## src/design/md5_pkg.sv

```systemverilog
// Shared types, constants and small functions of the MD5 digest block.
// Used by md5_front, md5_cmd_queue, md5_back and md5_message_digest.
// No dependencies.
package md5_pkg;

   // initial chaining vector
   localparam logic [31:0] IvA = 32'h67452301;
   localparam logic [31:0] IvB = 32'hefcdab89;
   localparam logic [31:0] IvC = 32'h98badcfe;
   localparam logic [31:0] IvD = 32'h10325476;

   // padding marker and the byte position where the length starts
   localparam logic [7:0] PadByte  = 8'h80;
   localparam logic [5:0] LenStart = 6'd56;

   // block buffer: two banks of sixteen 32-bit words
   localparam int WordsPerBlock = 16;
   localparam int BufWords      = 2 * WordsPerBlock;
   localparam int BufAddrW      = $clog2(BufWords);

   localparam logic [31:0] RoundConst [64] = '{
      32'hd76aa478, 32'he8c7b756, 32'h242070db, 32'hc1bdceee,
      32'hf57c0faf, 32'h4787c62a, 32'ha8304613, 32'hfd469501,
      32'h698098d8, 32'h8b44f7af, 32'hffff5bb1, 32'h895cd7be,
      32'h6b901122, 32'hfd987193, 32'ha679438e, 32'h49b40821,
      32'hf61e2562, 32'hc040b340, 32'h265e5a51, 32'he9b6c7aa,
      32'hd62f105d, 32'h02441453, 32'hd8a1e681, 32'he7d3fbc8,
      32'h21e1cde6, 32'hc33707d6, 32'hf4d50d87, 32'h455a14ed,
      32'ha9e3e905, 32'hfcefa3f8, 32'h676f02d9, 32'h8d2a4c8a,
      32'hfffa3942, 32'h8771f681, 32'h6d9d6122, 32'hfde5380c,
      32'ha4beea44, 32'h4bdecfa9, 32'hf6bb4b60, 32'hbebfbc70,
      32'h289b7ec6, 32'heaa127fa, 32'hd4ef3085, 32'h04881d05,
      32'hd9d4d039, 32'he6db99e5, 32'h1fa27cf8, 32'hc4ac5665,
      32'hf4292244, 32'h432aff97, 32'hab9423a7, 32'hfc93a039,
      32'h655b59c3, 32'h8f0ccc92, 32'hffeff47d, 32'h85845dd1,
      32'h6fa87e4f, 32'hfe2ce6e0, 32'ha3014314, 32'h4e0811a1,
      32'hf7537e82, 32'hbd3af235, 32'h2ad7d2bb, 32'heb86d391};

   // rotate amounts, indexed by {round group, round mod 4}
   localparam logic [4:0] ShiftAmt [16] = '{
      5'd7, 5'd12, 5'd17, 5'd22,
      5'd5, 5'd9,  5'd14, 5'd20,
      5'd4, 5'd11, 5'd16, 5'd23,
      5'd6, 5'd10, 5'd15, 5'd21};

   // round groups
   localparam logic [1:0] GrpF = 2'd0;
   localparam logic [1:0] GrpG = 2'd1;
   localparam logic [1:0] GrpH = 2'd2;
   localparam logic [1:0] GrpI = 2'd3;

   // job handed from the front to the round unit
   typedef struct packed {
      logic bank;
      logic last_blk;
   } cmd_type;

   // bank handed back once its words are consumed
   typedef struct packed {
      logic valid;
      logic bank;
   } release_type;

   // message word used in a round
   function automatic logic [3:0] round_word(input logic [5:0] rnd);
      logic [3:0] x;
      logic [3:0] k;
      x = rnd[3:0];
      case (rnd[5:4])
         GrpF: k = x;
         GrpG: k = 4'(x * 4'd5 + 4'd1);
         GrpH: k = 4'(x * 4'd3 + 4'd5);
         GrpI: k = 4'(x * 4'd7);
         default: k = x;
      endcase
      return k;
   endfunction

   function automatic logic [4:0] round_shift(input logic [5:0] rnd);
      return ShiftAmt[{rnd[5:4], rnd[1:0]}];
   endfunction

endpackage

```

## src/design/md5_cmd_queue.sv

```systemverilog
// Two-entry queue of block jobs between the front and the round unit.
// Depends on md5_pkg for the job type.
module md5_cmd_queue (
   input  logic              clock,
   input  logic              reset,
   input  logic              push,
   input  md5_pkg::cmd_type  push_cmd,
   input  logic              pop,
   output logic              head_valid,
   output md5_pkg::cmd_type  head_cmd
);

   md5_pkg::cmd_type slot_ff [2];
   logic             rd_ptr_ff, rd_ptr_in;
   logic             wr_ptr_ff, wr_ptr_in;
   logic [1:0]       count_ff, count_in;
   logic             do_push, do_pop;

   assign head_valid = (count_ff != 2'd0);
   assign head_cmd   = slot_ff[rd_ptr_ff];

   // pointer and fill bookkeeping
   always_comb begin
      do_push   = push && (count_ff != 2'd2);
      do_pop    = pop && head_valid;
      rd_ptr_in = do_pop ? ~rd_ptr_ff : rd_ptr_ff;
      wr_ptr_in = do_push ? ~wr_ptr_ff : wr_ptr_ff;
      count_in  = count_ff;
      if (do_push && !do_pop) begin
         count_in = count_ff + 2'd1;
      end else if (do_pop && !do_push) begin
         count_in = count_ff - 2'd1;
      end
   end

   always_ff @(posedge clock) begin
      if (reset) begin
         rd_ptr_ff <= 1'b0;
         wr_ptr_ff <= 1'b0;
         count_ff  <= 2'd0;
      end else begin
         rd_ptr_ff <= rd_ptr_in;
         wr_ptr_ff <= wr_ptr_in;
         count_ff  <= count_in;
      end
   end

   // payload slots
   always_ff @(posedge clock) begin
      if (do_push) begin
         slot_ff[wr_ptr_ff] <= push_cmd;
      end
   end

endmodule

```

## src/design/md5_front.sv

```systemverilog
// Input side: packs message bytes into words of a two-bank block buffer,
// counts bytes, pads the message end and posts block jobs. Uses md5_pkg.
module md5_front (
   input  logic                         clock,
   input  logic                         reset,
   input  logic                         req_tvalid,
   output logic                         req_tready,
   input  logic [7:0]                   req_tdata,   // data_byte
   input  logic                         req_tuser,   // has_byte
   input  logic                         req_tlast,   // end_of_message
   output logic                         cmd_push,
   output md5_pkg::cmd_type             cmd,
   input  md5_pkg::release_type         rel,
   input  logic [md5_pkg::BufAddrW-1:0] rd_addr,
   output logic [31:0]                  rd_data
);

   typedef enum logic {ST_IDLE, ST_PAD} state_type;

   state_type   state_ff, state_in;
   logic        bank_ff, bank_in;
   logic [1:0]  busy_ff, busy_in;
   logic [60:0] count_ff, count_in;
   logic [31:0] part_ff, part_in;
   logic [3:0]  widx_ff, widx_in;
   logic [1:0]  lane_ff, lane_in;
   logic        first_ff, first_in;
   logic        fin_ff, fin_in;
   logic [63:0] len_ff, len_in;
   logic [31:0] wbuf_ff [md5_pkg::BufWords];
   logic [31:0] rdata_ff;

   logic                         accept;
   logic [5:0]                   pos;
   logic [60:0]                  next_count;
   logic                         wr_en;
   logic [md5_pkg::BufAddrW-1:0] wr_addr;
   logic [31:0]                  wr_data;
   logic [31:0]                  keep_mask;
   logic [31:0]                  pad_word;

   assign req_tready = (state_ff == ST_IDLE) && !busy_ff[bank_ff];
   assign accept     = req_tvalid && req_tready;
   assign pos        = count_ff[5:0];
   assign rd_data    = rdata_ff;

   // word written while padding
   always_comb begin
      keep_mask = 32'h0;
      for (int j = 0; j < 3; j++) begin
         if (2'(j) < lane_ff) begin
            keep_mask[8*j +: 8] = 8'hff;
         end
      end
      if (first_ff) begin
         pad_word = (part_ff & keep_mask) | (32'(md5_pkg::PadByte) << {lane_ff, 3'b000});
      end else if (fin_ff && (widx_ff == 4'd14)) begin
         pad_word = len_ff[31:0];
      end else if (fin_ff && (widx_ff == 4'd15)) begin
         pad_word = len_ff[63:32];
      end else begin
         pad_word = 32'h0;
      end
   end

   // byte packing, padding sequencer and bank ownership
   always_comb begin
      state_in   = state_ff;
      bank_in    = bank_ff;
      busy_in    = busy_ff;
      count_in   = count_ff;
      part_in    = part_ff;
      widx_in    = widx_ff;
      lane_in    = lane_ff;
      first_in   = first_ff;
      fin_in     = fin_ff;
      len_in     = len_ff;
      wr_en      = 1'b0;
      wr_addr    = {bank_ff, pos[5:2]};
      wr_data    = part_ff;
      cmd_push   = 1'b0;
      cmd        = '{bank: bank_ff, last_blk: 1'b0};
      next_count = count_ff;

      if (rel.valid) begin
         busy_in[rel.bank] = 1'b0;
      end

      case (state_ff)
         ST_IDLE: begin
            if (accept && req_tuser) begin
               part_in[8*pos[1:0] +: 8] = req_tdata;
               next_count = count_ff + 61'd1;
               count_in   = next_count;
               if (pos[1:0] == 2'd3) begin
                  wr_en   = 1'b1;
                  wr_data = part_in;
               end
               if (pos == 6'd63) begin
                  cmd_push         = 1'b1;
                  busy_in[bank_ff] = 1'b1;
                  bank_in          = ~bank_ff;
               end
            end
            if (accept && req_tlast) begin
               state_in = ST_PAD;
               widx_in  = next_count[5:2];
               lane_in  = next_count[1:0];
               first_in = 1'b1;
               fin_in   = (next_count[5:0] < md5_pkg::LenStart);
               len_in   = {next_count, 3'b000};
               count_in = 61'd0;
            end
         end
         ST_PAD: begin
            if (!busy_ff[bank_ff]) begin
               wr_en    = 1'b1;
               wr_addr  = {bank_ff, widx_ff};
               wr_data  = pad_word;
               first_in = 1'b0;
               widx_in  = widx_ff + 4'd1;
               if (widx_ff == 4'd15) begin
                  cmd_push         = 1'b1;
                  cmd.last_blk     = fin_ff;
                  busy_in[bank_ff] = 1'b1;
                  bank_in          = ~bank_ff;
                  fin_in           = 1'b1;
                  if (fin_ff) begin
                     state_in = ST_IDLE;
                  end
               end
            end
         end
         default: begin
            state_in = ST_IDLE;
         end
      endcase
   end

   always_ff @(posedge clock) begin
      if (reset) begin
         state_ff <= ST_IDLE;
         bank_ff  <= 1'b0;
         busy_ff  <= 2'b00;
         count_ff <= 61'd0;
         first_ff <= 1'b0;
         fin_ff   <= 1'b0;
         widx_ff  <= 4'd0;
         lane_ff  <= 2'd0;
      end else begin
         state_ff <= state_in;
         bank_ff  <= bank_in;
         busy_ff  <= busy_in;
         count_ff <= count_in;
         first_ff <= first_in;
         fin_ff   <= fin_in;
         widx_ff  <= widx_in;
         lane_ff  <= lane_in;
      end
   end

   // payload: partial word, length, buffer and registered read
   always_ff @(posedge clock) begin
      part_ff  <= part_in;
      len_ff   <= len_in;
      rdata_ff <= wbuf_ff[rd_addr];
      if (wr_en) begin
         wbuf_ff[wr_addr] <= wr_data;
      end
   end

endmodule

```

## src/design/md5_back.sv

```systemverilog
// Round unit: runs the 64 MD5 rounds of a queued block, one per cycle,
// folds into the chaining words and sends the digest bytes. Uses md5_pkg.
module md5_back (
   input  logic                         clock,
   input  logic                         reset,
   input  logic                         cmd_valid,
   input  md5_pkg::cmd_type             cmd,
   output logic                         cmd_pop,
   output md5_pkg::release_type         rel,
   output logic [md5_pkg::BufAddrW-1:0] rd_addr,
   input  logic [31:0]                  rd_data,
   output logic                         rsp_tvalid,
   input  logic                         rsp_tready,
   output logic [7:0]                   rsp_tdata,   // digest_byte
   output logic                         rsp_tlast    // digest_last
);

   typedef enum logic [2:0] {ST_IDLE, ST_FETCH, ST_ROUND, ST_ADD, ST_EMIT} state_type;

   state_type   state_ff, state_in;
   logic [5:0]  rnd_ff, rnd_in;
   logic        bank_ff, bank_in;
   logic        fin_ff, fin_in;
   logic [3:0]  idx_ff, idx_in;
   logic [31:0] ca_ff, cb_ff, cc_ff, cd_ff;
   logic [31:0] ca_in, cb_in, cc_in, cd_in;
   logic [31:0] wa_ff, wb_ff, wc_ff, wd_ff;
   logic [31:0] wa_in, wb_in, wc_in, wd_in;
   logic        vld_ff, vld_in;
   logic [7:0]  byte_ff, byte_in;
   logic        last_ff, last_in;

   logic [31:0]  fun;
   logic [31:0]  tsum;
   logic [63:0]  rot_dbl;
   logic [127:0] digest;
   logic [5:0]   rd_rnd;

   assign rsp_tvalid = vld_ff;
   assign rsp_tdata  = byte_ff;
   assign rsp_tlast  = last_ff;
   assign cmd_pop    = (state_ff == ST_IDLE) && cmd_valid;
   assign rel        = '{valid: (state_ff == ST_ADD), bank: bank_ff};
   assign digest     = {cd_ff, cc_ff, cb_ff, ca_ff};

   // word for the coming round, addressed in the cycle before it is used
   assign rd_rnd  = (state_ff == ST_ROUND) ? rnd_ff + 6'd1 : 6'd0;
   assign rd_addr = {bank_ff, md5_pkg::round_word(rd_rnd)};

   // one round
   always_comb begin
      case (rnd_ff[5:4])
         md5_pkg::GrpF: fun = (wb_ff & wc_ff) | (~wb_ff & wd_ff);
         md5_pkg::GrpG: fun = (wd_ff & wb_ff) | (~wd_ff & wc_ff);
         md5_pkg::GrpH: fun = wb_ff ^ wc_ff ^ wd_ff;
         md5_pkg::GrpI: fun = wc_ff ^ (wb_ff | ~wd_ff);
         default:       fun = 32'h0;
      endcase
      tsum    = fun + wa_ff + md5_pkg::RoundConst[rnd_ff] + rd_data;
      rot_dbl = {32'h0, tsum} << md5_pkg::round_shift(rnd_ff);
      rot_dbl = {rot_dbl[63:32] | rot_dbl[31:0], 32'h0};
   end

   // sequencer
   always_comb begin
      state_in = state_ff;
      rnd_in   = rnd_ff;
      bank_in  = bank_ff;
      fin_in   = fin_ff;
      idx_in   = idx_ff;
      ca_in    = ca_ff;
      cb_in    = cb_ff;
      cc_in    = cc_ff;
      cd_in    = cd_ff;
      wa_in    = wa_ff;
      wb_in    = wb_ff;
      wc_in    = wc_ff;
      wd_in    = wd_ff;
      vld_in   = vld_ff;
      byte_in  = byte_ff;
      last_in  = last_ff;

      case (state_ff)
         ST_IDLE: begin
            if (cmd_valid) begin
               bank_in  = cmd.bank;
               fin_in   = cmd.last_blk;
               state_in = ST_FETCH;
            end
         end
         ST_FETCH: begin
            wa_in    = ca_ff;
            wb_in    = cb_ff;
            wc_in    = cc_ff;
            wd_in    = cd_ff;
            rnd_in   = 6'd0;
            state_in = ST_ROUND;
         end
         ST_ROUND: begin
            wa_in  = wd_ff;
            wd_in  = wc_ff;
            wc_in  = wb_ff;
            wb_in  = wb_ff + rot_dbl[63:32];
            rnd_in = rnd_ff + 6'd1;
            if (rnd_ff == 6'd63) begin
               state_in = ST_ADD;
            end
         end
         ST_ADD: begin
            ca_in = ca_ff + wa_ff;
            cb_in = cb_ff + wb_ff;
            cc_in = cc_ff + wc_ff;
            cd_in = cd_ff + wd_ff;
            if (fin_ff) begin
               vld_in   = 1'b1;
               byte_in  = ca_in[7:0];
               last_in  = 1'b0;
               idx_in   = 4'd0;
               state_in = ST_EMIT;
            end else begin
               state_in = ST_IDLE;
            end
         end
         ST_EMIT: begin
            if (rsp_tready) begin
               if (idx_ff == 4'd15) begin
                  vld_in   = 1'b0;
                  ca_in    = md5_pkg::IvA;
                  cb_in    = md5_pkg::IvB;
                  cc_in    = md5_pkg::IvC;
                  cd_in    = md5_pkg::IvD;
                  state_in = ST_IDLE;
               end else begin
                  idx_in  = idx_ff + 4'd1;
                  byte_in = digest[{idx_in, 3'b000} +: 8];
                  last_in = (idx_in == 4'd15);
               end
            end
         end
         default: begin
            state_in = ST_IDLE;
         end
      endcase
   end

   always_ff @(posedge clock) begin
      if (reset) begin
         state_ff <= ST_IDLE;
         vld_ff   <= 1'b0;
         ca_ff    <= md5_pkg::IvA;
         cb_ff    <= md5_pkg::IvB;
         cc_ff    <= md5_pkg::IvC;
         cd_ff    <= md5_pkg::IvD;
      end else begin
         state_ff <= state_in;
         vld_ff   <= vld_in;
         ca_ff    <= ca_in;
         cb_ff    <= cb_in;
         cc_ff    <= cc_in;
         cd_ff    <= cd_in;
      end
   end

   // working and output payload
   always_ff @(posedge clock) begin
      rnd_ff  <= rnd_in;
      bank_ff <= bank_in;
      fin_ff  <= fin_in;
      idx_ff  <= idx_in;
      wa_ff   <= wa_in;
      wb_ff   <= wb_in;
      wc_ff   <= wc_in;
      wd_ff   <= wd_in;
      byte_ff <= byte_in;
      last_ff <= last_in;
   end

endmodule

```

## src/design/md5_message_digest.sv

```systemverilog
// Top level of the MD5 digest block: front packer, job queue, round unit.
// Depends on md5_pkg, md5_front, md5_cmd_queue and md5_back.
//
// Send the message one byte per word on req_ (tuser high when tdata holds a
// byte) and mark the final word with tlast; a tlast word with tuser low ends
// the message without a byte, which also covers the empty message. Bytes are
// taken at one per cycle, while the current bank is free, into a two-bank
// block buffer; each full 64-byte block then runs in the round unit through
// job pop, first word fetch, 64 rounds at one per cycle and the fold into
// the chaining words, so on long messages input waits once both banks are
// full. At the end of a message the front writes the padding one word per
// cycle while its bank is free (the rest of the current block, up to 16
// words, plus a full 16-word block when the length spills into a second
// block), the last block or two are compressed, and the 16 digest bytes
// leave on rsp_, chain A low byte first, tlast on the sixteenth. Input is
// held off during padding. No memory clearing is needed after reset.
module md5_message_digest (
   input  logic       clock,
   input  logic       reset,
   input  logic       req_tvalid,
   output logic       req_tready,
   input  logic [7:0] req_tdata,   // [7:0] data_byte
   input  logic       req_tuser,   // [0] has_byte
   input  logic       req_tlast,   // end_of_message
   output logic       rsp_tvalid,
   input  logic       rsp_tready,
   output logic [7:0] rsp_tdata,   // [7:0] digest_byte
   output logic       rsp_tlast    // digest_last
);

   logic                         push;
   md5_pkg::cmd_type             push_cmd;
   logic                         head_valid;
   md5_pkg::cmd_type             head_cmd;
   logic                         pop;
   md5_pkg::release_type         rel;
   logic [md5_pkg::BufAddrW-1:0] rd_addr;
   logic [31:0]                  rd_data;

   md5_front u_front (
      .clock      (clock),
      .reset      (reset),
      .req_tvalid (req_tvalid),
      .req_tready (req_tready),
      .req_tdata  (req_tdata),
      .req_tuser  (req_tuser),
      .req_tlast  (req_tlast),
      .cmd_push   (push),
      .cmd        (push_cmd),
      .rel        (rel),
      .rd_addr    (rd_addr),
      .rd_data    (rd_data)
   );

   md5_cmd_queue u_queue (
      .clock      (clock),
      .reset      (reset),
      .push       (push),
      .push_cmd   (push_cmd),
      .pop        (pop),
      .head_valid (head_valid),
      .head_cmd   (head_cmd)
   );

   md5_back u_back (
      .clock      (clock),
      .reset      (reset),
      .cmd_valid  (head_valid),
      .cmd        (head_cmd),
      .cmd_pop    (pop),
      .rel        (rel),
      .rd_addr    (rd_addr),
      .rd_data    (rd_data),
      .rsp_tvalid (rsp_tvalid),
      .rsp_tready (rsp_tready),
      .rsp_tdata  (rsp_tdata),
      .rsp_tlast  (rsp_tlast)
   );

endmodule
```

## config.mk

```make
export PLATFORM = sky130hd
export DESIGN_NAME = md5_message_digest
export DESIGN_NICKNAME = d
export VERILOG_FILES = /design/src/design/md5_pkg.sv /design/src/design/md5_cmd_queue.sv /design/src/design/md5_front.sv /design/src/design/md5_back.sv /design/src/design/md5_message_digest.sv
export SDC_FILE = /design/constraint.sdc
export NUM_CORES = 2
export LEC_CHECK = 0
export BUFFER_PORTS_ARGS = -buffer_cell sky130_fd_sc_hd__buf_2
export CAP_MARGIN = 20
export CORE_MARGIN = 10
export CORE_UTILIZATION = 40
export CTS_CLUSTER_DIAMETER = 50
export DETAILED_ROUTE_END_ITERATION = 8
export GPL_ROUTABILITY_DRIVEN = 1
export MAX_ROUTING_LAYER = met4
export PLACE_DENSITY_LB_ADDON = 0.12
export SLEW_MARGIN = 30
export SYNTH_ARGS = -nofsm -noshare
export SYNTH_HDL_FRONTEND = slang
export SYNTH_SLANG_ARGS = --single-unit
export TNS_END_PERCENT = 20
```

## constraint.sdc

```tcl
create_clock -name clock -period 8.9 [get_ports clock]
set_input_delay 1.78 -clock clock [delete_from_list [all_inputs] [get_ports clock]]
set_output_delay 1.78 -clock clock [all_outputs]
set_load 0.05 [all_outputs]
```

# After elaboration in Yosys (flattened, before gate mapping)
# Memory sizes are Yosys's and may differ from the RTL's. A register that Yosys moved wholly into a read port is not among the register bits.
# Index checks and enable logic that the tools add are counted.
# W data, S select, Z words.
dict set report classes {
  n_addsub 17
  mul 3
  n_lt_le_gt_ge 10
  eq_ne 29
  shift 5
  muxes 112
  n_bitwise 24
  n_reduce_logical 33
}
# operator count
set ops {}
lappend ops {{$pmux W32 S2} 9}
lappend ops {{$mux W32} 16}
lappend ops {{$add A32 B32 Y32} 8}
lappend ops {{$mux W61} 3}
lappend ops {{$or A32 B32 Y32} 5}
lappend ops {{$and A32 B32 Y32} 4}
lappend ops {{$pmux W32 S4} 1}
lappend ops {{$shiftx A128 B8 Y8} 1}
lappend ops {{$xor A32 B32 Y32} 3}
lappend ops {{$not A32 Y32} 2}
lappend ops {{$shl A32 B5 Y64} 1}
lappend ops {{$add A61 B1 Y61 const B} 1}
lappend ops {{$mux W8} 6}
lappend ops {{$mux W1} 37}
lappend ops {{$neg A5 Y34} 1}
lappend ops {{$shift A8 B34 Y32 const A} 1}
lappend ops {{$shiftx A8 B34 Y32} 1}
lappend ops {{$and A32 B24 Y32} 1}
lappend ops {{$bwmux W32} 1}
lappend ops {{$shl A8 B5 Y32 const A} 1}
lappend ops {{$mux W4} 7}
lappend ops {{$ne A2 B2 Y1 const B} 9}
lappend ops {{$eq A4 B4 Y1 const B} 4}
lappend ops {{$pmux W1 S2} 8}
lappend ops {{46 further kinds} 102}
dict set report totals {
  ff_bits 449
  ramBits 1028
  rom_bits 2128
  output_inout_bits 11
  n_memories 4
}
# name words width read_ports rd_ports_with_merged_regs write_ports line_no
set mem_list {}
lappend mem_list {{(no name shown)} 64 32 1 0 0 md5_back.sv:59} ;# tsum = fun + wa_ff + md5_pkg::RoundConst[rnd_ff] + rd_data;
lappend mem_list {u_front.wbuf_ff 32 32 1 1 1 md5_front.sv:30} ;# logic [31:0] wbuf_ff [md5_pkg::BufWords];
lappend mem_list {{(no name shown)} 16 5 1 0 0 md5_pkg.sv:80} ;# return ShiftAmt[{rnd[5:4], rnd[1:0]}];
lappend mem_list {u_queue.slot_ff 2 2 1 1 1 md5_cmd_queue.sv:13} ;# md5_pkg::cmd_type slot_ff [2];

# Logic depth before layout (Yosys ltp)
dict set report logic_depth {
  depth_word 13
  ltp_mapped 44
}

# Modules after synthesis
# Synthesis repeated with hierarchy kept, for this count alone.
dict set report unflattened {
  hier_cells 6253
  hier_area_um2 77936.0
}
# mod instances cells_per_inst area_each_um2 seq_area_each_um2
set modules_own_cells {}
lappend modules_own_cells {md5_front 1 2512 48253.8 35644.2}
lappend modules_own_cells {md5_back 1 3709 29319.4 7116.8}
lappend modules_own_cells {md5_cmd_queue 1 32 362.8 220.2}

# Least setup slack after synthesis
# OpenSTA, ideal clock, no wires.
dict set report synth_path {
  path_kind {register -> register}
  start {register u_back.rnd_ff[1]}
  end {register u_back.wb_ff[30] (data pin)}
  setup_ns 0.262
  arrival_ns 8.827
  required_time_ns 8.638
  path_slack_ns -0.189
  stages_incl_launch_ff 40
  n_path_buf 3
  period_less_slack_ns 9.089
  cell_sequence {edfxtp_1 -> clkbuf_1 -> inv_1 -> clkbuf_1 -> ha_1 -> clkbuf_1 -> nand2_1 -> a32oi_1 -> a21oi_1 -> a221oi_1 -> fa_1 -> fa_1 -> ha_1 -> fa_1 -> a211oi_1 -> o21ai_1 -> a21oi_2 -> o211a_1 -> (+4 left out) -> nand2_1 -> o21ai_0 -> o21ai_0 -> mux2i_1 -> ha_1 -> fa_1 -> a21o_1 -> a21oi_1 -> o21ai_0 -> a21oi_1 -> o21ai_0 -> nand3_1 -> a31oi_1 -> a31o_2 -> a21o_1 -> a21oi_1 -> xor2_1 -> o21ai_0}
}
dict set report synth_between {
  elab_chain_len 10
  elab_cells_between_ends 14
  classes_between {add/sub (3); shift (1); mux (5); bitwise (3); memory (2)}
}
# item line_no
set synth_rtl {}
lappend synth_rtl {{start, declared} md5_back.sv:21} ;# logic [5:0] rnd_ff, rnd_in;
lappend synth_rtl {{start signal, assigned} md5_back.sv:166} ;# rnd_ff <= rnd_in;
lappend synth_rtl {{$not A6 Y7 (implied by the code)} md5_back.sv:59}
lappend synth_rtl {{$mem_v2 Z64 W32} n/a}
lappend synth_rtl {{$mux W32 (implied by the code) (2 in a row)} md5_back.sv:59}
lappend synth_rtl {{$add A32 B32 Y32 (2 in a row)} md5_back.sv:59}
lappend synth_rtl {{$shl A32 B5 Y64 (*)} md5_back.sv:60} ;# rot_dbl = {32'h0, tsum} << md5_pkg::round_shift(rnd_ff);
lappend synth_rtl {{$or A32 B32 Y32 (*)} md5_back.sv:61} ;# rot_dbl = {rot_dbl[63:32] | rot_dbl[31:0], 32'h0};
lappend synth_rtl {{$add A32 B32 Y32 (*)} md5_back.sv:103} ;# wb_in = wb_ff + rot_dbl[63:32];
lappend synth_rtl {{$pmux W32 S2 (*)} md5_back.sv:83} ;# case (state_ff)
lappend synth_rtl {{named net u_back.wb_in[30]} md5_back.sv:28} ;# logic [31:0] wa_in, wb_in, wc_in, wd_in;
lappend synth_rtl {{end signal, assigned} md5_back.sv:171} ;# wb_ff <= wb_in;
lappend synth_rtl {{end, declared} md5_back.sv:27} ;# logic [31:0] wa_ff, wb_ff, wc_ff, wd_ff;
# Mark *: on every way through the listed nets, which the timed path passes. The rest lies on a longest branch. The select of a mux whose other input is x is not followed.
# A chain may end at the register's enable or synchronous reset.

# Final worst setup path
dict set report layout_path {
  start {register u_back.rnd_ff[0]}
  end {register u_back.wb_ff[31] (data pin)}
}
# The elaborated chain is that of the path after synthesis.

==> results.ini <==
[die]
floorplan.io_pins = 25
rows = 162
initial_standard_cell_utilization_of_the_core_pct = 40.3
fp.dieArea_um2 = 215000
die_y_um = 464
core_region_area_um2 = 195000
die_width_um = 464

[yosys]
yosys.area.top_type_share_pct = 48.5
synth_edf_count = 1270
ys_seq_elements = 1511
synth-seq-area-share_pct = 54.6
netlist-cell-type-count = 87
synth_fp_nets = 7628
synth.top_cells.by_area = edfxtp_1 (48%), dfxtp_1 (6.1%), nand2_1 (5.6%)
syn_area_per_cell_um2 = 10.8
syn-cell-area_um2 = 78700
ys_dominant_reg_cell = edfxtp_1
synth_top_area_cell = edfxtp_1
syn_inst_count = 7320
asyncSetResetFlopFracSynth_pct = 0
ys_warn_count = 0

[timing]
final-hold-violation-count = 0
setup_total_negative_slack_ns = 0
setup_viol_count_final = 0
max_slew_margin_vs_limit_pct = 32.2
worst_slew_pin_slew_ns = 1.02
worst_clock_skew_ns = 0.0744
fmax_mhz = 114
post_layout_minimum_cycle_time_ns = 8.80
fin_crit_sh_pct = 98.9
number_of_max_slew_violations_in_the_final_report = 0
rsz0062_at_grt = yes

[final_layout]
leading_cell_type_in_the_layout_fill_and_taps_excluded = edfxtp_1
area_growth_syn_to_layout_pct = 19.2
layout_cell_share_with_drive_strength_beyond_1_pct = 17.9
nNetsFinal = 8045
final_core_utilization_pct = 48.0
layout_common_cells = edfxtp_1 (1270), nand2_1 (1164), buf_4 (590), a21oi_1 (459), nor2_1 (332)

[clock_tree]
tritoncts = built
clock-sinks = 1511
cts_root_buf = clkbuf_16
ctsHtreeMaxLevel = 4
post_cts_hold_buffer_count = 0
clock_latency_ns = 0.86
cts_max_path_buffers = 3
cts_buffers = 189
cts_clock_pin_slew_for_the_worst_setup_and_hold_paths_ns = 0.06

[status]
run_status = finished, final reports clean

[grt]
grt_start_max_net_pins = 161
grt_pass1_wl_um = 412000
grt_pass1_vias = 57600
gr-total-overflow = 0
antenna_found_initial = 3
grt.total_usage_pct = 26.5

[placed_design]
finalWeightedCongestion = 0.991
port-buffer-count = 24
place.detailed.hpwl_um = 190000

[critical_path]
register_to_register_path_setup_slack_ns = 0.1
critPathMaxStageDelay_ns = 0.48
cp-start-kind = flip-flop
timing.setup.critical_path_class = flip-flop to flip-flop
critPathBufInv = 5
worst-endpoint-required_ns = 9.45
timing.critical_path.fanout_max = 5
cpMaxStageDelayCell = fa_1
end_kind = flip-flop
critical-path-top-delay-family = compound AO/OA/AOI/OAI gates
cp_data_arrival_time_ns = 9.35
crit_path_frequent_cell = a21oi_2

[run]
max_cap_violations = 0

[detailed_routing]
post-route-drc-count = 0
totalWireLength_um = 288000
drt-wirelength-per-cell_um = 27.4
antenna_violating_nets_post_route = 0
drt_iter0_markers = 5414
drt-pass1-iter-count = 5
vias = 60300
route.detailed.vias_per_inst = 5.73

[min_path]
min_path_type = flip-flop to flip-flop

-- area by class of cell --
class	count	area, um^2
multi-input combinational	5044	34400
tap	2624	3280
sequential	1511	43000
timing repair buffer	674	5590
inverter	317	1190
antenna	2	5.00
clock buffer	258	5260
fill	18100	102000
clock inverter	93	1160
-- sequential cells by signal, indices dropped and copies added (netlist names), 2 cells and up --
| name | cells |
|---|---|
| u_front.lane_ff | 2 |
| u_queue.count_ff | 2 |
| u_back.cb_ff | 32 |
| u_back.wd_ff | 32 |
| u_queue.slot_ff | 4 |
| u_back.wb_ff | 32 |
| u_back.cd_ff | 32 |
| u_back.wc_ff | 32 |
| u_front.part_ff | 32 |
| u_front.widx_ff | 4 |
| u_front.wbuf_ff | 1024 |
| u_front.rd_data | 32 |
| u_front.busy_ff | 2 |
| u_back.rsp_tdata | 8 |
| u_front.len_ff | 61 |
| u_front.count_ff | 61 |
| u_back.ca_ff | 32 |
| u_back.wa_ff | 32 |
| u_back.cc_ff | 32 |
| u_back.idx_ff | 4 |
| u_back.state_ff | 3 |
| u_back.rnd_ff | 6 |
-- worst reg2reg max path: cells and delay by family (launching register included) --
family | cells | cell delay [ns]
simple gates | 6 | 0.91
fa+ha+maj | 6 | 1.89
mux | 1 | 0.24
xor+xnor | 2 | 0.35
compound gates | 20 | 3.98
flops | 1 | 0.47
buf+inv | 5 | 0.65
-- stage by stage --
stage	setup slack [ns]	hold WS [ns]	instance area, um^2	cells
finish	0.0982	0.509	93800	10500
global route	-0.221	0.532	93800	10500
CTS	-0.0116	0.506	92400	10500
detailed placement	-0.286	0.498	85900	10100
global placement	-0.197	0.491	85800	10100
floorplan	0.0966	0.459	78700	7320
-- path summary, 6_finish.rpt --
check,start,endpoint,cells after the start
worst max-delay path,u_back.rnd_ff[0]$_DFFE_PP_,u_back.wb_ff[31]$_DFFE_PP_,40
worst min-delay path,u_back.ca_ff[21]$_SDFFE_PP0P_,u_back.ca_ff[21]$_SDFFE_PP0P_,2
worst max register to register,u_back.rnd_ff[0]$_DFFE_PP_,u_back.wb_ff[31]$_DFFE_PP_,40
worst min register to register,u_back.ca_ff[21]$_SDFFE_PP0P_,u_back.ca_ff[21]$_SDFFE_PP0P_,2
-- synth_stat cells (127+ instances only) --
cell and n:
a211oi_1 302, a21oi_1 499, a311oi_1 145, a31oi_1 213, and2_1 216, clkbuf_1 344
dfxtp_1 241, edfxtp_1 1270, ha_1 225, inv_1 314, nand2_1 1179, nand3_1 144
nor2_1 389, o21ai_0 305, xnor2_1 144, xor2_1 127
-- repair_timing --
action                     CTS  global route
setup endpoints to repair    8            16
pin swaps                    4            83
buffers inserted             2            31
resized for setup           23           283
-- cell families (layout without fill, tap and decap cells) --
group | Yosys count | count (layout) | share of synthesized area, %
AO/OA/AOI/OAI | 1906 | 1906 | 15.9
multiplexers | 176 | 176 | 3.45
adder cells (fa/ha/maj) | 324 | 324 | 5.71
XOR/XNOR | 271 | 271 | 3.02
other | 0 | 2 | 0
AND/OR/NAND/NOR | 2367 | 2367 | 13.6
buffers and inverters | 765 | 1342 | 3.77
flip-flops | 1511 | 1511 | 54.6
-- per-layer routing --
| metal | vias up | part of all wire [%] | track usage, % |
|---|---|---|---|
| met5 | - | 0 | - |
| met4 | 0 | 5.0 | 11.2 |
| met3 | 541 | 5.3 | 3.65 |
| met2 | 1895 | 49 | 44.5 |
| met1 | 30000 | 40 | 31.9 |
| li1 | 27800 | - | - |
Power is not shown: default switching activity piles up to over one toggle a cycle in this logic, so the estimate is an artifact.
